==> src/rtl/core/dghc_pkg.sv <==
// Shared types, constants and helpers for the datagram header checker/framer.
// No dependencies; imported by every module under rtl/core.
`default_nettype none

package dghc_pkg;

    // Sizing
    localparam int MASTER_COUNT = 4;     // masters in use (1..4)
    localparam int SLOT_COUNT   = 4;     // session/sequence register slots
    localparam int SLOT_W       = 2;     // bits to pick a slot
    localparam int MAX_PAYLOAD  = 1024;  // largest payload a transmit may announce
    localparam int HDR_LEN      = 24;    // header bytes
    localparam int COUNT_W      = 17;    // saturating byte counter width
    localparam int IDX_W        = 5;     // header offset counter width
    localparam int REG_IDX_W    = 3;     // config register index width

    localparam logic [COUNT_W-1:0] COUNT_MAX = {COUNT_W{1'b1}};

    // Header field codes
    localparam logic [7:0] VERSION_CODE  = 8'd1;
    localparam logic [7:0] KIND_OUT_CODE = 8'd1;
    localparam logic [7:0] KIND_IN_CODE  = 8'd2;

    // Input command codes
    localparam logic CMD_RX = 1'b0;
    localparam logic CMD_TX = 1'b1;

    // Config register indexes (0..3 are the per-master session ids)
    localparam logic [REG_IDX_W-1:0] REG_SESSION_LAST = 3'd3;
    localparam logic [REG_IDX_W-1:0] REG_OPEN_MASK    = 3'd4;

    // Result kinds
    typedef enum logic [1:0] {
        KIND_VERDICT   = 2'd0,
        KIND_TX_BYTE   = 2'd1,
        KIND_TX_REFUSE = 2'd2
    } res_kind_t;

    typedef logic [SLOT_COUNT-1:0][63:0] sess_arr_t;

    // Receive verdict for the byte being consumed
    typedef struct packed {
        logic        accepted;
        logic [7:0]  master;
        logic [7:0]  flags;
        logic [15:0] length;
    } verdict_t;

    // Transmit framer status for the current header offset
    typedef struct packed {
        logic       refused;
        logic       last;
        logic [7:0] data;
    } tx_out_t;

    // Magic letters E D O G at offsets 0..3
    function automatic logic [7:0] magic_byte(input logic [1:0] pos);
        logic [7:0] b;
        case (pos)
            2'd0:    b = 8'h45;
            2'd1:    b = 8'h44;
            2'd2:    b = 8'h4F;
            default: b = 8'h47;
        endcase
        return b;
    endfunction

endpackage

`default_nettype wire

==> src/rtl/core/dghc_rx_check.sv <==
// Receive header checker: streams datagram bytes, tracks the header and forms the verdict.
// Depends on dghc_pkg.
`default_nettype none

module dghc_rx_check
    import dghc_pkg::*;
(
    input  wire logic           clk,
    input  wire logic           rst_n,
    input  wire logic           step,
    input  wire logic [7:0]     rx_byte,
    input  wire logic           rx_end,
    input  wire sess_arr_t      session,
    input  wire logic [3:0]     open_mask,
    output verdict_t            verdict
);

    logic [COUNT_W-1:0] cnt_reg, cnt_next, cnt_inc;
    logic               hok_reg, hok_next;
    logic [7:0]         master_reg, master_next;
    logic [7:0]         flags_reg, flags_next;
    logic [15:0]        len_reg, len_next;
    logic [4:0]         off;
    logic [63:0]        sess_word;
    logic [7:0]         sess_byte;
    logic               usable;
    logic               ok;

    assign off       = cnt_reg[4:0];
    assign sess_word = session[master_reg[SLOT_W-1:0]];
    assign sess_byte = 8'(sess_word >> {off[2:0], 3'b000});
    assign cnt_inc   = (cnt_reg == COUNT_MAX) ? cnt_reg : cnt_reg + 1'b1;

    // Header field checks and captures for this byte
    always_comb
    begin
        hok_next    = hok_reg;
        master_next = master_reg;
        flags_next  = flags_reg;
        len_next    = len_reg;
        if (cnt_reg < COUNT_W'(HDR_LEN))
        begin
            case (off)
                5'd0, 5'd1, 5'd2, 5'd3:
                    if (rx_byte != magic_byte(off[1:0])) hok_next = 1'b0;
                5'd4:
                    if (rx_byte != VERSION_CODE) hok_next = 1'b0;
                5'd5:
                    if (rx_byte != KIND_IN_CODE) hok_next = 1'b0;
                5'd6:
                    master_next = rx_byte;
                5'd7:
                    flags_next = rx_byte;
                5'd8, 5'd9, 5'd10, 5'd11, 5'd12, 5'd13, 5'd14, 5'd15:
                    if (master_reg >= 8'(MASTER_COUNT) || rx_byte != sess_byte)
                        hok_next = 1'b0;
                5'd20:
                    len_next = {len_reg[15:8], rx_byte};
                5'd21:
                    len_next = {rx_byte, len_reg[7:0]};
                default:
                    ;
            endcase
        end
    end

    // Verdict on the final byte; open mask is sampled here
    assign usable = (master_next < 8'(MASTER_COUNT)) && open_mask[master_next[SLOT_W-1:0]];
    assign ok     = (cnt_inc >= COUNT_W'(HDR_LEN)) && hok_next && usable
                    && (cnt_inc == COUNT_W'(HDR_LEN) + COUNT_W'(len_next));

    always_comb
    begin
        verdict.accepted = ok;
        verdict.master   = ok ? master_next : 8'd0;
        verdict.flags    = ok ? flags_next  : 8'd0;
        verdict.length   = ok ? len_next    : 16'd0;
    end

    // Datagram state; any verdict restarts it
    always_comb
    begin
        cnt_next = cnt_inc;
        if (rx_end)
            cnt_next = '0;
    end

    always_ff @(posedge clk or negedge rst_n)
    begin
        if (!rst_n)
        begin
            cnt_reg    <= '0;
            hok_reg    <= 1'b1;
            master_reg <= '0;
            flags_reg  <= '0;
            len_reg    <= '0;
        end
        else if (step)
        begin
            cnt_reg <= cnt_next;
            if (rx_end)
            begin
                hok_reg    <= 1'b1;
                master_reg <= '0;
                flags_reg  <= '0;
                len_reg    <= '0;
            end
            else
            begin
                hok_reg    <= hok_next;
                master_reg <= master_next;
                flags_reg  <= flags_next;
                len_reg    <= len_next;
            end
        end
    end

    // Checks
    a_end_clears: assert property (@(posedge clk) disable iff (!rst_n)
        step && rx_end |=> cnt_reg == '0 && hok_reg && len_reg == '0)
        else $error("receive state not cleared after verdict");

    a_count_steps: assert property (@(posedge clk) disable iff (!rst_n)
        step && !rx_end && cnt_reg != COUNT_MAX |=> cnt_reg == $past(cnt_reg) + 1'b1)
        else $error("byte count did not advance");

    a_accept_master: assert property (@(posedge clk) disable iff (!rst_n)
        verdict.accepted |-> master_next < 8'(MASTER_COUNT) && cnt_inc >= COUNT_W'(HDR_LEN))
        else $error("accepted verdict with bad master or short datagram");

endmodule

`default_nettype wire

==> src/rtl/core/dghc_tx_frame.sv <==
// Transmit header framer: walks header offsets 0..23 and owns the per-master sequences.
// Depends on dghc_pkg.
`default_nettype none

module dghc_tx_frame
    import dghc_pkg::*;
(
    input  wire logic                  clk,
    input  wire logic                  rst_n,
    input  wire logic                  step,
    input  wire logic [SLOT_COUNT-1:0] seq_clr,
    input  wire logic [7:0]            tx_master,
    input  wire logic [15:0]           tx_length,
    input  wire logic                  tx_valid,
    input  wire sess_arr_t             session,
    input  wire logic [3:0]            open_mask,
    output tx_out_t                    tx_out
);

    logic [IDX_W-1:0]               idx_reg;
    logic [SLOT_COUNT-1:0][31:0]    seq_reg;
    logic [SLOT_W-1:0]              slot;
    logic [31:0]                    seq_cur;
    logic [63:0]                    sess_word;
    logic                           refused;
    logic                           last;
    logic [7:0]                     data;

    assign slot      = tx_master[SLOT_W-1:0];
    assign seq_cur   = seq_reg[slot];
    assign sess_word = session[slot];
    assign refused   = (tx_master >= 8'(MASTER_COUNT)) || !open_mask[slot]
                       || (tx_length > 16'(MAX_PAYLOAD));
    assign last      = refused || (idx_reg == IDX_W'(HDR_LEN - 1));

    // Header byte at the current offset
    always_comb
    begin
        case (idx_reg)
            5'd0, 5'd1, 5'd2, 5'd3:
                data = magic_byte(idx_reg[1:0]);
            5'd4:
                data = VERSION_CODE;
            5'd5:
                data = KIND_OUT_CODE;
            5'd6:
                data = tx_master;
            5'd7:
                data = {7'd0, tx_valid};
            5'd8, 5'd9, 5'd10, 5'd11, 5'd12, 5'd13, 5'd14, 5'd15:
                data = 8'(sess_word >> {idx_reg[2:0], 3'b000});
            5'd16, 5'd17, 5'd18, 5'd19:
                data = 8'(seq_cur >> {idx_reg[1:0], 3'b000});
            5'd20:
                data = tx_length[7:0];
            5'd21:
                data = tx_length[15:8];
            default:
                data = 8'd0;
        endcase
    end

    always_comb
    begin
        tx_out.refused = refused;
        tx_out.last    = last;
        tx_out.data    = data;
    end

    // Offset counter
    always_ff @(posedge clk or negedge rst_n)
    begin
        if (!rst_n)
            idx_reg <= '0;
        else if (step)
            idx_reg <= last ? '0 : idx_reg + 1'b1;
    end

    // Sequences: bumped on the first byte of a frame, cleared by a session write
    always_ff @(posedge clk or negedge rst_n)
    begin
        if (!rst_n)
            seq_reg <= '0;
        else
        begin
            for (int i = 0; i < SLOT_COUNT; i++)
            begin
                if (seq_clr[i])
                    seq_reg[i] <= '0;
                else if (step && !refused && idx_reg == '0 && slot == SLOT_W'(i))
                    seq_reg[i] <= seq_reg[i] + 1'b1;
            end
        end
    end

    // Checks
    a_idx_range: assert property (@(posedge clk) disable iff (!rst_n)
        idx_reg < IDX_W'(HDR_LEN))
        else $error("header offset out of range");

    a_idx_wrap: assert property (@(posedge clk) disable iff (!rst_n)
        step && last |=> idx_reg == '0)
        else $error("offset not reset after last byte");

    a_idx_step: assert property (@(posedge clk) disable iff (!rst_n)
        step && !last |=> idx_reg == $past(idx_reg) + 1'b1)
        else $error("offset did not advance");

endmodule

`default_nettype wire

==> src/rtl/core/datagram_header_check_and_frame_top.sv <==
// Top level: config registers, input stage, output register; joins checker and framer.
// Depends on dghc_pkg, dghc_rx_check, dghc_tx_frame.
//
//  channel | handshake          | payload
//  --------+--------------------+-----------------------------------------------------
//  in      | in_valid/in_ready  | cmd, rx_byte, rx_end, tx_master, tx_length, tx_valid
//  out     | out_valid/out_ready| kind, accepted, rx_master, rx_flags, rx_payload_len,
//          |                    | tx_byte, tx_end
//  cfg     | cfg_wr_en          | cfg_index, cfg_data (no read-back)
//
// Received bytes stream at one per cycle, but a byte with rx_end waits for a free output register.
// A transmit request holds the input stage while it yields one result per header byte, or a
// single refusal result if refused; the output register then sets the pace.
// Each result is registered at the edge that consumes it, so the first result of an item
// follows its input transfer via the input stage register, then the output register.
// Reset clears config, sequences and receive state; no clearing pass is needed.
// A stalled output only stalls items that produce a result; bytes before rx_end pass.
`default_nettype none

module datagram_header_check_and_frame_top
    import dghc_pkg::*;
(
    input  wire logic                 clk,
    input  wire logic                 rst_n,
    // config write port
    input  wire logic                 cfg_wr_en,
    input  wire logic [REG_IDX_W-1:0] cfg_index,
    input  wire logic [63:0]          cfg_data,
    // input channel
    input  wire logic                 in_valid,
    output logic                      in_ready,
    input  wire logic                 cmd,
    input  wire logic [7:0]           rx_byte,
    input  wire logic                 rx_end,
    input  wire logic [7:0]           tx_master,
    input  wire logic [15:0]          tx_length,
    input  wire logic                 tx_valid,
    // output channel
    output logic                      out_valid,
    input  wire logic                 out_ready,
    output logic [1:0]                kind,
    output logic                      accepted,
    output logic [7:0]                rx_master,
    output logic [7:0]                rx_flags,
    output logic [15:0]               rx_payload_len,
    output logic [7:0]                tx_byte,
    output logic                      tx_end
);

    // Config registers
    sess_arr_t              sess_reg;
    logic [3:0]             open_reg;
    logic [SLOT_COUNT-1:0]  seq_clr;

    // Input stage
    logic        hold_valid_reg;
    logic        cmd_reg;
    logic [7:0]  rx_byte_reg;
    logic        rx_end_reg;
    logic [7:0]  tx_master_reg;
    logic [15:0] tx_length_reg;
    logic        tx_valid_reg;

    // Output register
    logic        out_valid_reg;
    res_kind_t   kind_reg, kind_next;
    logic        accepted_reg, accepted_next;
    logic [7:0]  rx_master_reg, rx_master_next;
    logic [7:0]  rx_flags_reg, rx_flags_next;
    logic [15:0] rx_len_reg, rx_len_next;
    logic [7:0]  tx_byte_reg, tx_byte_next;
    logic        tx_end_reg, tx_end_next;

    // Control
    logic        out_free;
    logic        is_rx;
    logic        rx_step;
    logic        tx_step;
    logic        hold_done;
    logic        out_load;
    verdict_t    verdict;
    tx_out_t     tx_out;

    // Config writes; a session write also clears that master's sequence
    always_comb
    begin
        seq_clr = '0;
        if (cfg_wr_en && cfg_index <= REG_SESSION_LAST)
            seq_clr[cfg_index[SLOT_W-1:0]] = 1'b1;
    end

    always_ff @(posedge clk or negedge rst_n)
    begin
        if (!rst_n)
        begin
            sess_reg <= '0;
            open_reg <= '0;
        end
        else if (cfg_wr_en)
        begin
            if (cfg_index <= REG_SESSION_LAST)
                sess_reg[cfg_index[SLOT_W-1:0]] <= cfg_data;
            else if (cfg_index == REG_OPEN_MASK)
                open_reg <= cfg_data[3:0];
        end
    end

    // Stage control
    assign out_free  = !out_valid_reg || out_ready;
    assign is_rx     = (cmd_reg == CMD_RX);
    assign rx_step   = hold_valid_reg && is_rx && (!rx_end_reg || out_free);
    assign tx_step   = hold_valid_reg && !is_rx && out_free;
    assign hold_done = rx_step || (tx_step && tx_out.last);
    assign out_load  = (rx_step && rx_end_reg) || tx_step;
    assign in_ready  = !hold_valid_reg || hold_done;

    // Input stage register
    always_ff @(posedge clk or negedge rst_n)
    begin
        if (!rst_n)
            hold_valid_reg <= 1'b0;
        else if (in_valid && in_ready)
            hold_valid_reg <= 1'b1;
        else if (hold_done)
            hold_valid_reg <= 1'b0;
    end

    always_ff @(posedge clk)
    begin
        if (in_valid && in_ready)
        begin
            cmd_reg       <= cmd;
            rx_byte_reg   <= rx_byte;
            rx_end_reg    <= rx_end;
            tx_master_reg <= tx_master;
            tx_length_reg <= tx_length;
            tx_valid_reg  <= tx_valid;
        end
    end

    dghc_rx_check u_rx_check (
        .clk       (clk),
        .rst_n     (rst_n),
        .step      (rx_step),
        .rx_byte   (rx_byte_reg),
        .rx_end    (rx_end_reg),
        .session   (sess_reg),
        .open_mask (open_reg),
        .verdict   (verdict)
    );

    dghc_tx_frame u_tx_frame (
        .clk       (clk),
        .rst_n     (rst_n),
        .step      (tx_step),
        .seq_clr   (seq_clr),
        .tx_master (tx_master_reg),
        .tx_length (tx_length_reg),
        .tx_valid  (tx_valid_reg),
        .session   (sess_reg),
        .open_mask (open_reg),
        .tx_out    (tx_out)
    );

    // Result formatting; fields outside the kind stay zero
    always_comb
    begin
        kind_next      = KIND_VERDICT;
        accepted_next  = 1'b0;
        rx_master_next = '0;
        rx_flags_next  = '0;
        rx_len_next    = '0;
        tx_byte_next   = '0;
        tx_end_next    = 1'b0;
        if (is_rx)
        begin
            accepted_next  = verdict.accepted;
            rx_master_next = verdict.master;
            rx_flags_next  = verdict.flags;
            rx_len_next    = verdict.length;
        end
        else if (tx_out.refused)
        begin
            kind_next   = KIND_TX_REFUSE;
            tx_end_next = 1'b1;
        end
        else
        begin
            kind_next    = KIND_TX_BYTE;
            tx_byte_next = tx_out.data;
            tx_end_next  = tx_out.last;
        end
    end

    // Output register
    always_ff @(posedge clk or negedge rst_n)
    begin
        if (!rst_n)
            out_valid_reg <= 1'b0;
        else if (out_load)
            out_valid_reg <= 1'b1;
        else if (out_ready)
            out_valid_reg <= 1'b0;
    end

    always_ff @(posedge clk)
    begin
        if (out_load)
        begin
            kind_reg      <= kind_next;
            accepted_reg  <= accepted_next;
            rx_master_reg <= rx_master_next;
            rx_flags_reg  <= rx_flags_next;
            rx_len_reg    <= rx_len_next;
            tx_byte_reg   <= tx_byte_next;
            tx_end_reg    <= tx_end_next;
        end
    end

    assign out_valid      = out_valid_reg;
    assign kind           = kind_reg;
    assign accepted       = accepted_reg;
    assign rx_master      = rx_master_reg;
    assign rx_flags       = rx_flags_reg;
    assign rx_payload_len = rx_len_reg;
    assign tx_byte        = tx_byte_reg;
    assign tx_end         = tx_end_reg;

    // Checks
    a_no_overwrite: assert property (@(posedge clk) disable iff (!rst_n)
        out_load |-> out_free)
        else $error("pending result overwritten");

    a_refuse_ends: assert property (@(posedge clk) disable iff (!rst_n)
        out_valid_reg && kind_reg == KIND_TX_REFUSE |-> tx_end_reg && tx_byte_reg == '0)
        else $error("refusal without end mark");

    a_reject_zero: assert property (@(posedge clk) disable iff (!rst_n)
        out_valid_reg && kind_reg == KIND_VERDICT && !accepted_reg
            |-> rx_master_reg == '0 && rx_flags_reg == '0 && rx_len_reg == '0)
        else $error("rejected verdict carries header fields");

endmodule

`default_nettype wire
==> config.mk <==
export PLATFORM = sky130hd
export DESIGN_NAME = datagram_header_check_and_frame_top
export DESIGN_NICKNAME = d
export VERILOG_FILES = /design/src/rtl/core/dghc_pkg.sv /design/src/rtl/core/dghc_rx_check.sv /design/src/rtl/core/dghc_tx_frame.sv /design/src/rtl/core/datagram_header_check_and_frame_top.sv
export SDC_FILE = /design/constraint.sdc
export NUM_CORES = 1
export LEC_CHECK = 0
export ABC_AREA = 0
export BUFFER_PORTS_ARGS = -buffer_cell sky130_fd_sc_hd__buf_2
export CAP_MARGIN = 10
export CORE_ASPECT_RATIO = 0.5
export CORE_MARGIN = 1
export CORE_UTILIZATION = 30
export DETAILED_ROUTE_END_ITERATION = 10
export MAX_ROUTING_LAYER = met4
export PLACE_DENSITY = 0.56
export SLEW_MARGIN = 40
export SYNTH_ARGS = -nofsm -noshare
export SYNTH_HDL_FRONTEND = slang
export SYNTH_HIERARCHICAL = 1
export SYNTH_SLANG_ARGS = --single-unit
==> constraint.sdc <==
create_clock -name clk -period 6.3 [get_ports clk]
set_input_delay 0.315 -clock clk [delete_from_list [all_inputs] [get_ports clk]]
set_output_delay 0.315 -clock clk [all_outputs]
set_load 0.02 [all_outputs]
==> flow_metrics.tcl, run 1 <==
set metrics [dict create \
    hold_viol 0 \
    hold_end "sess_reg[91]" \
    ys_seq_area_share_pct 44.94 \
    track_usage_pct 18.11 \
    start_util_pct 30.51 \
    cts_buffer_depth 3 \
    layout_commonest_cell "dfrtp_1" \
    mostFrequentLayoutCells "dfrtp_1, mux2_2, a21oi_1" \
    routed_wl_microns 90020 \
    cts-root-buf "clkbuf_16" \
    r2r_slack_ns 0.69 \
    wl_per_cell_microns 21.93 \
    largest_register_ffs 256 \
    postLayoutCellArea_sq_um 34950 \
    outcome "complete, no violations" \
    power.leakage_nw 13.57 \
    yosysWarnings 6 \
    max_freq_mhz 178.2 \
    crit_family "simple AND/OR/NAND/NOR gates" \
    fin_setup_tns_ns 0 \
    cts.sinks 524 \
    dp.cells 3901 \
    relSlewSlack_pct 42.81 \
    vdd_drop_max_mv 0.2027 \
    synth-main-ff-cell "dfrtp_1" \
    slowest_stage "or4b_1" \
    grt_max_degree 150 \
    async_flop_share_pct 84.92 \
    path_clk_slew_ns 0.06 \
    io_buffer_count 152 \
    grt_pass1_vias 22490 \
    cp_data_arrival_time_ns 6.08 \
    synth-edff-count 79 \
    grt_pass1_wl_microns 140400 \
    dieWidth_microns 449.6 \
    reg2reg_to "rx_payload_len[7]" \
    place_area_sq_um 32040 \
    synth-seq-cells 524 \
    dieArea_sq_um 101500 \
    syn_area_sq_um 30060 \
    whs_ns 0.03536 \
    critPathKind "flop to flop" \
    syn_inst 2568 \
    slowest_delay_ns 0.75 \
    worstMarginPinSlew_ns 0.8560 \
    gp_congestion 0.8814 \
    maxCapViolCount 0 \
    fp-row-count 81 \
    finalSetupViolations 0 \
    io_pins 153 \
    nNetsFinal 2857 \
    critical_path_required_ns 6.77 \
    power.density_nw_per_um2 293.5 \
    dpl.hpwl_microns 60530 \
    post-route-period-util_pct 89.06 \
    critPathBufInv 2 \
    timing.rr.start "u_rx_check/cnt_reg[0]" \
    stdcell_count 4105 \
    post-cts-setup-buffers 0 \
    cp_max_fo 53 \
    cts_buffers 54 \
    clk_latency_ns 0.65 \
    holdCritStartpoint "cfg_data[27]" \
    finalPower_mw 10.26 \
    gr-total-overflow 0 \
    via_count 22800 \
    first_iter_violations 1895 \
    antenna_found_initial 3 \
    start_kind "flop" \
    area_growth_pct 16.28 \
    synth_fa_ha_area_share_pct 0.7909 \
    finalMaxSlewViolations 0 \
    dieHeight_microns 225.8 \
    drive_above_1_share_pct 23.90 \
    ant_nets 0 \
    rsz0062_at_grt "no" \
    synthSimpleGateAreaFrac_pct 14.19 \
    synth.avg_cell_area_sq_um 11.70 \
    endpoint_kind "flop" \
    synthXorXnorAreaFrac_pct 1.561 \
    finClkSkew_ns 0.04695 \
    core_sq_um 98510 \
    hp-class "input pin to flop" \
    cts_tree "built" \
    fin_crit_ns 5.611 \
    drc_errors 0 \
    path_cells "buf_4 -> ha_1 -> nand4_1 -> nor3_1 -> nand3_1 -> a21oi_1 -> xor2_1 -> a2111oi_0 -> nand4_1 -> a2111oi_0 -> or4b_1 -> buf_4 -> nor3b_1 -> nor2b_1" \
    worstRegToRegCells 14 \
    synth_mux_area_share_pct 23.96 \
    cts_max_level 2 \
    synthDistinctLibCells 87 \
    vias_per_cell 5.554 \
    synth_compound_area_share_pct 10.56 \
    synth_top_family_by_area "multiplexers" \
    hold_depth 2 \
    detail_route.first_pass.iterations 7 \
]
layout make-up:
| type | count | area (sq um) |
|---|---|---|
| multi-input combinational | 1805 | 15470 |
| clock buffer | 81 | 1595 |
| sequential | 524 | 13520 |
| inverter | 42 | 157.7 |
| timing repair buffer | 304 | 2321 |
| antenna | 3 | 7.507 |
| clock inverter | 18 | 224.0 |
| tap | 1328 | 1662 |
| fill | 9763 | 63560 |
timing repair:
action / 4_1_cts / 5_1_grt
hold buffers: 99 / 0
resized for setup: 0 / 0
endpoints found under the hold margin: 326 / 0
setup endpoints to repair: 0 / 0
synth_stat cells (7+ instances only):
library cell / instances / area (sq um)
ha_1: 19 / 237.7
nand4_1: 53 / 331.6
and4_1: 12 / 105.1
a21boi_0: 8 / 60.06
or3_1: 39 / 244.0
or2_2: 7 / 43.79
o21ai_0: 72 / 360.4
mux2_2: 165 / 1858
nor2_1: 90 / 337.8
nor3b_1: 11 / 82.58
nor2b_1: 50 / 312.8
mux2_1: 107 / 1205
and3_1: 37 / 231.5
nand2_1: 141 / 529.3
edfxtp_1: 79 / 2372
buf_2: 25 / 125.1
a211oi_1: 24 / 180.2
nor3_1: 29 / 145.1
nor4_1: 23 / 143.9
and2_1: 23 / 143.9
mux4_2: 149 / 3356
o2bb2ai_1: 38 / 332.8
xnor2_1: 30 / 262.8
inv_1: 40 / 150.1
dfrtp_1: 444 / 11110
clkbuf_1: 116 / 435.4
buf_6: 27 / 304.0
nor3_2: 16 / 160.2
nand3_1: 73 / 365.4
mux2i_1: 76 / 760.7
xor2_1: 21 / 183.9
a22oi_1: 27 / 202.7
o22ai_1: 20 / 125.1
buf_4: 12 / 90.09
o31ai_1: 65 / 488.0
buf_1: 22 / 82.58
a31oi_1: 10 / 62.56
nand2b_1: 19 / 118.9
or4_1: 84 / 630.6
a21oi_1: 159 / 795.8
power breakdown:
group          switching (mW)  internal [mW]
clock network            1.45           1.92
registers               0.397           3.92
logic                    1.25           1.32
per-layer routing:
metal  share of wire (%)  global-route usage, %  up-vias  wire (microns)
met5                   0                      -        -               0
met4                 2.1                  4.312        0            1913
met3                 4.5                  2.191      119            4078
met2                  49                  29.75      628           43980
met1                  44                  23.90    11830           40050
li1                    -                      -    10220               -
per-stage QoR:
stage / utilization (%) / setup WS (ns)
after global routing: 35.48 / 0.2409
after global placement: 32.39 / 0.8240
after detailed placement: 32.53 / 0.7789
after CTS: 35.38 / 0.7216
final: 35.48 / 0.6890
after floorplan: - / 0.9736
worst max path at each step:
stage                    endpoint  cells past startpoint                   from  slack [ns]
2_1_floorplan            accepted                     21  u_rx_check/cnt_reg[0]        0.97
3_3_place_gp   rx_payload_len[13]                     14  u_rx_check/cnt_reg[0]        0.82
3_5_place_dp    rx_payload_len[7]                     14  u_rx_check/cnt_reg[0]        0.78
4_1_cts         rx_payload_len[7]                     14  u_rx_check/cnt_reg[0]        0.72
5_1_grt        rx_payload_len[13]                     14  u_rx_check/cnt_reg[0]        0.24
6_report        rx_payload_len[7]                     14  u_rx_check/cnt_reg[0]        0.69
logic make-up (layout without fill, tap and decap cells):
group | after synthesis | in the layout
DFF | 524 | 524
adders and majority gates | 19 | 19
other | 1 | 9
buffers and inverters | 244 | 445
xor gates and xnor gates | 52 | 52
AOI/OAI and AO/OA | 488 | 488
and+or+nand+nor | 742 | 742
muxes | 498 | 498
Note: power is estimated with default switching activity, not from simulation.
==> run 2, diff against run 1 <==
- PLACE_DENSITY: 0.56 -> unset
- PLACE_DENSITY_LB_ADDON: unset -> 0.08
==> run 2 against run 1 <==
Effect of this change: core utilization is 0.10 points higher; sequential share of layout area decreased by 0.11 points; clock-buffer cell count down 2; total power up 2.7%; register-to-register slack improved by 0.52 ns; cell area rose by 0.29%; sequential power barely moved; routed wire length is 13% higher; worst setup slack better by 0.52 ns; global-route usage is 2.5 points higher.
==> flow_metrics.tcl, run 2 (synthesis gave the netlist of run 1 again) <==
set metrics [dict create \
    outcome "complete, no violations" \
    gr-total-overflow 0 \
    critical_path_required_ns 6.78 \
    max_freq_mhz 196.6 \
    dieArea_sq_um 101500 \
    slowest_stage "or4_4" \
    endpoint_kind "flop" \
    clk_latency_ns 0.64 \
    io_buffer_count 152 \
    dp.cells 3905 \
    timing.rr.start "u_rx_check/cnt_reg[12]" \
    dieHeight_microns 225.8 \
    hold_viol 0 \
    grt_pass1_vias 22580 \
    cts_max_level 2 \
    p_seq_share_pct 41.2 \
    cts.sinks 524 \
    fp-row-count 81 \
    cp_data_arrival_time_ns 5.56 \
    vias_per_cell 5.497 \
    cp_max_fo 25 \
    path_cells "or4_4 -> nor4_1 -> and2_1 -> nor2b_1 -> a21oi_1 -> ha_1 -> nand4_1 -> o311ai_0 -> a2111oi_0 -> nand4_1 -> a2111oi_0 -> or4b_1 -> buf_4 -> nor3b_1 -> nor2b_1" \
    via_count 22600 \
    detail_route.first_pass.iterations 5 \
    p_int_mw 7.269 \
    dpl.hpwl_microns 68370 \
    io_pins 153 \
    antenna_found_initial 3 \
    gp_congestion 0.8274 \
    post-route-period-util_pct 80.75 \
    final_util_pct 35.58 \
    cts_tree "built" \
    ant_nets 0 \
    rsz0062_at_grt "no" \
    layout_commonest_cell "dfrtp_1" \
    wl_per_cell_microns 24.75 \
    switching_power_mw 3.265 \
    cts_buffer_depth 3 \
    r2r_slack_ns 1.21 \
    power.density_nw_per_um2 300.5 \
    power_frac_comb_pct 25.1 \
    nNetsFinal 2864 \
    place_area_sq_um 32070 \
    path_clk_slew_ns 0.07 \
    area_growth_pct 16.61 \
    cts_resized 0 \
    fin_setup_tns_ns 0 \
    grt_max_degree 133 \
    hp-class "input pin to flop" \
    start_util_pct 30.51 \
    reg2reg_to "rx_payload_len[13]" \
    cp-startpoint "u_rx_check/cnt_reg[12]" \
    dieWidth_microns 449.6 \
    mostFrequentLayoutCells "dfrtp_1, mux2_2, a21oi_1" \
    drive_above_1_share_pct 24.09 \
    power.leakage_nw 13.64 \
    post-cts-setup-buffers 0 \
    worstSetupEndpoint "rx_payload_len[13]" \
    largest_register_ffs 256 \
    finalMaxSlewViolations 0 \
    slowest_delay_ns 0.63 \
    maxCapViolCount 0 \
    routed_wl_microns 101700 \
    switching_share_pct 31.00 \
    critPathKind "flop to flop" \
    finClkSkew_ns 0.02661 \
    vdd_drop_max_mv 0.2281 \
    start_kind "flop" \
    p_clk_share_pct 33.6 \
    cts_buffers 55 \
    track_usage_pct 20.62 \
    cts-root-buf "clkbuf_16" \
    finalSetupViolations 0 \
    fin_crit_ns 5.087 \
    worstRegToRegCells 15 \
    core_sq_um 98510 \
    grt_pass1_wl_microns 154100 \
    relSlewSlack_pct 40.68 \
    stdcell_count 4111 \
    holdCritStartpoint "cfg_data[1]" \
    first_iter_violations 1606 \
    worstMarginPinSlew_ns 0.8879 \
    drc_errors 0 \
    postLayoutCellArea_sq_um 35050 \
]
run 2: cell count changes in the layout (fill, tap and decap cells not counted), sizes merged:
cell	delta
clkinvlp	+1
buf	+4
inv	-3
bufinv	+1
diode	-1
dlygate4sd3	+2
clkbuf	-2
clkinv	+4
run 2: worst min-delay path by stage:
stage	endpoint	slack, ns	depth (start not counted)
after floorplan	hold_valid_reg	0.02	0
after global placement	u_rx_check/len_reg[15]	0.48	1
after detailed placement	u_tx_frame/seq_reg[99]	0.25	1
after CTS	sess_reg[1]	0.05	2
after global routing	sess_reg[65]	0.07	2
final	open_reg[1]	0.11	2
run 2: critical path, delay by kind of cell (launching register included):
| family | cells | cell delay, ns |
|---|---|---|
| flip-flops | 1 | 0.48 |
| AND/OR/NAND/NOR | 9 | 2.67 |
| AO/OA/AOI/OAI | 4 | 1.16 |
| adder cells (fa/ha/maj) | 1 | 0.33 |
| buffers and inverters | 1 | 0.28 |
run 2: cell type report:
class,instances,area (sq um)
clock buffers,79,1670
flip-flops and latches,524,13520
repair buffers,310,2357
well taps,1328,1662
clock inverters,21,240.2
inverters,42,157.7
fillers,9807,63460
diodes,2,5.005
multi-input cells,1805,15440
run 2: what timing repair did:
item / in CTS / in global routing
hold buffers: 101 / 0
endpoints found under the setup margin: 0 / 0
endpoints found under the hold margin: 387 / 0
run 2: per-stage QoR:
step / power (mW) / worst slack [ns] / hold WS, ns
2_1_floorplan: 6.050 / 0.9736 / 0.01941
3_3_place_gp: 6.977 / 1.383 / 0.4777
3_5_place_dp: 6.998 / 1.252 / 0.2527
4_1_cts: 10.66 / 1.216 / 0.05258
5_1_grt: 11.05 / 0.6699 / 0.07210
6_report: 10.53 / 1.213 / 0.1053
run 2: routing by layer:
metal  track usage (%)  up-vias  wire, microns
li1                  -    10260              -
met1             27.79    11740          47550
met2             32.55      467          47670
met3             3.529      134           4556
met4             4.466        0           1970
met5                 -        -              0
run 2: power groups by stage:
stage | Clock (mW) | Combinational, mW | Sequential [mW]
floorplan | 0 | 1.82 | 4.23
global placement | 0 | 2.53 | 4.44
detailed placement | 0 | 2.55 | 4.45
CTS | 3.67 | 2.61 | 4.39
global route | 3.79 | 2.83 | 4.42
finish | 3.54 | 2.65 | 4.34
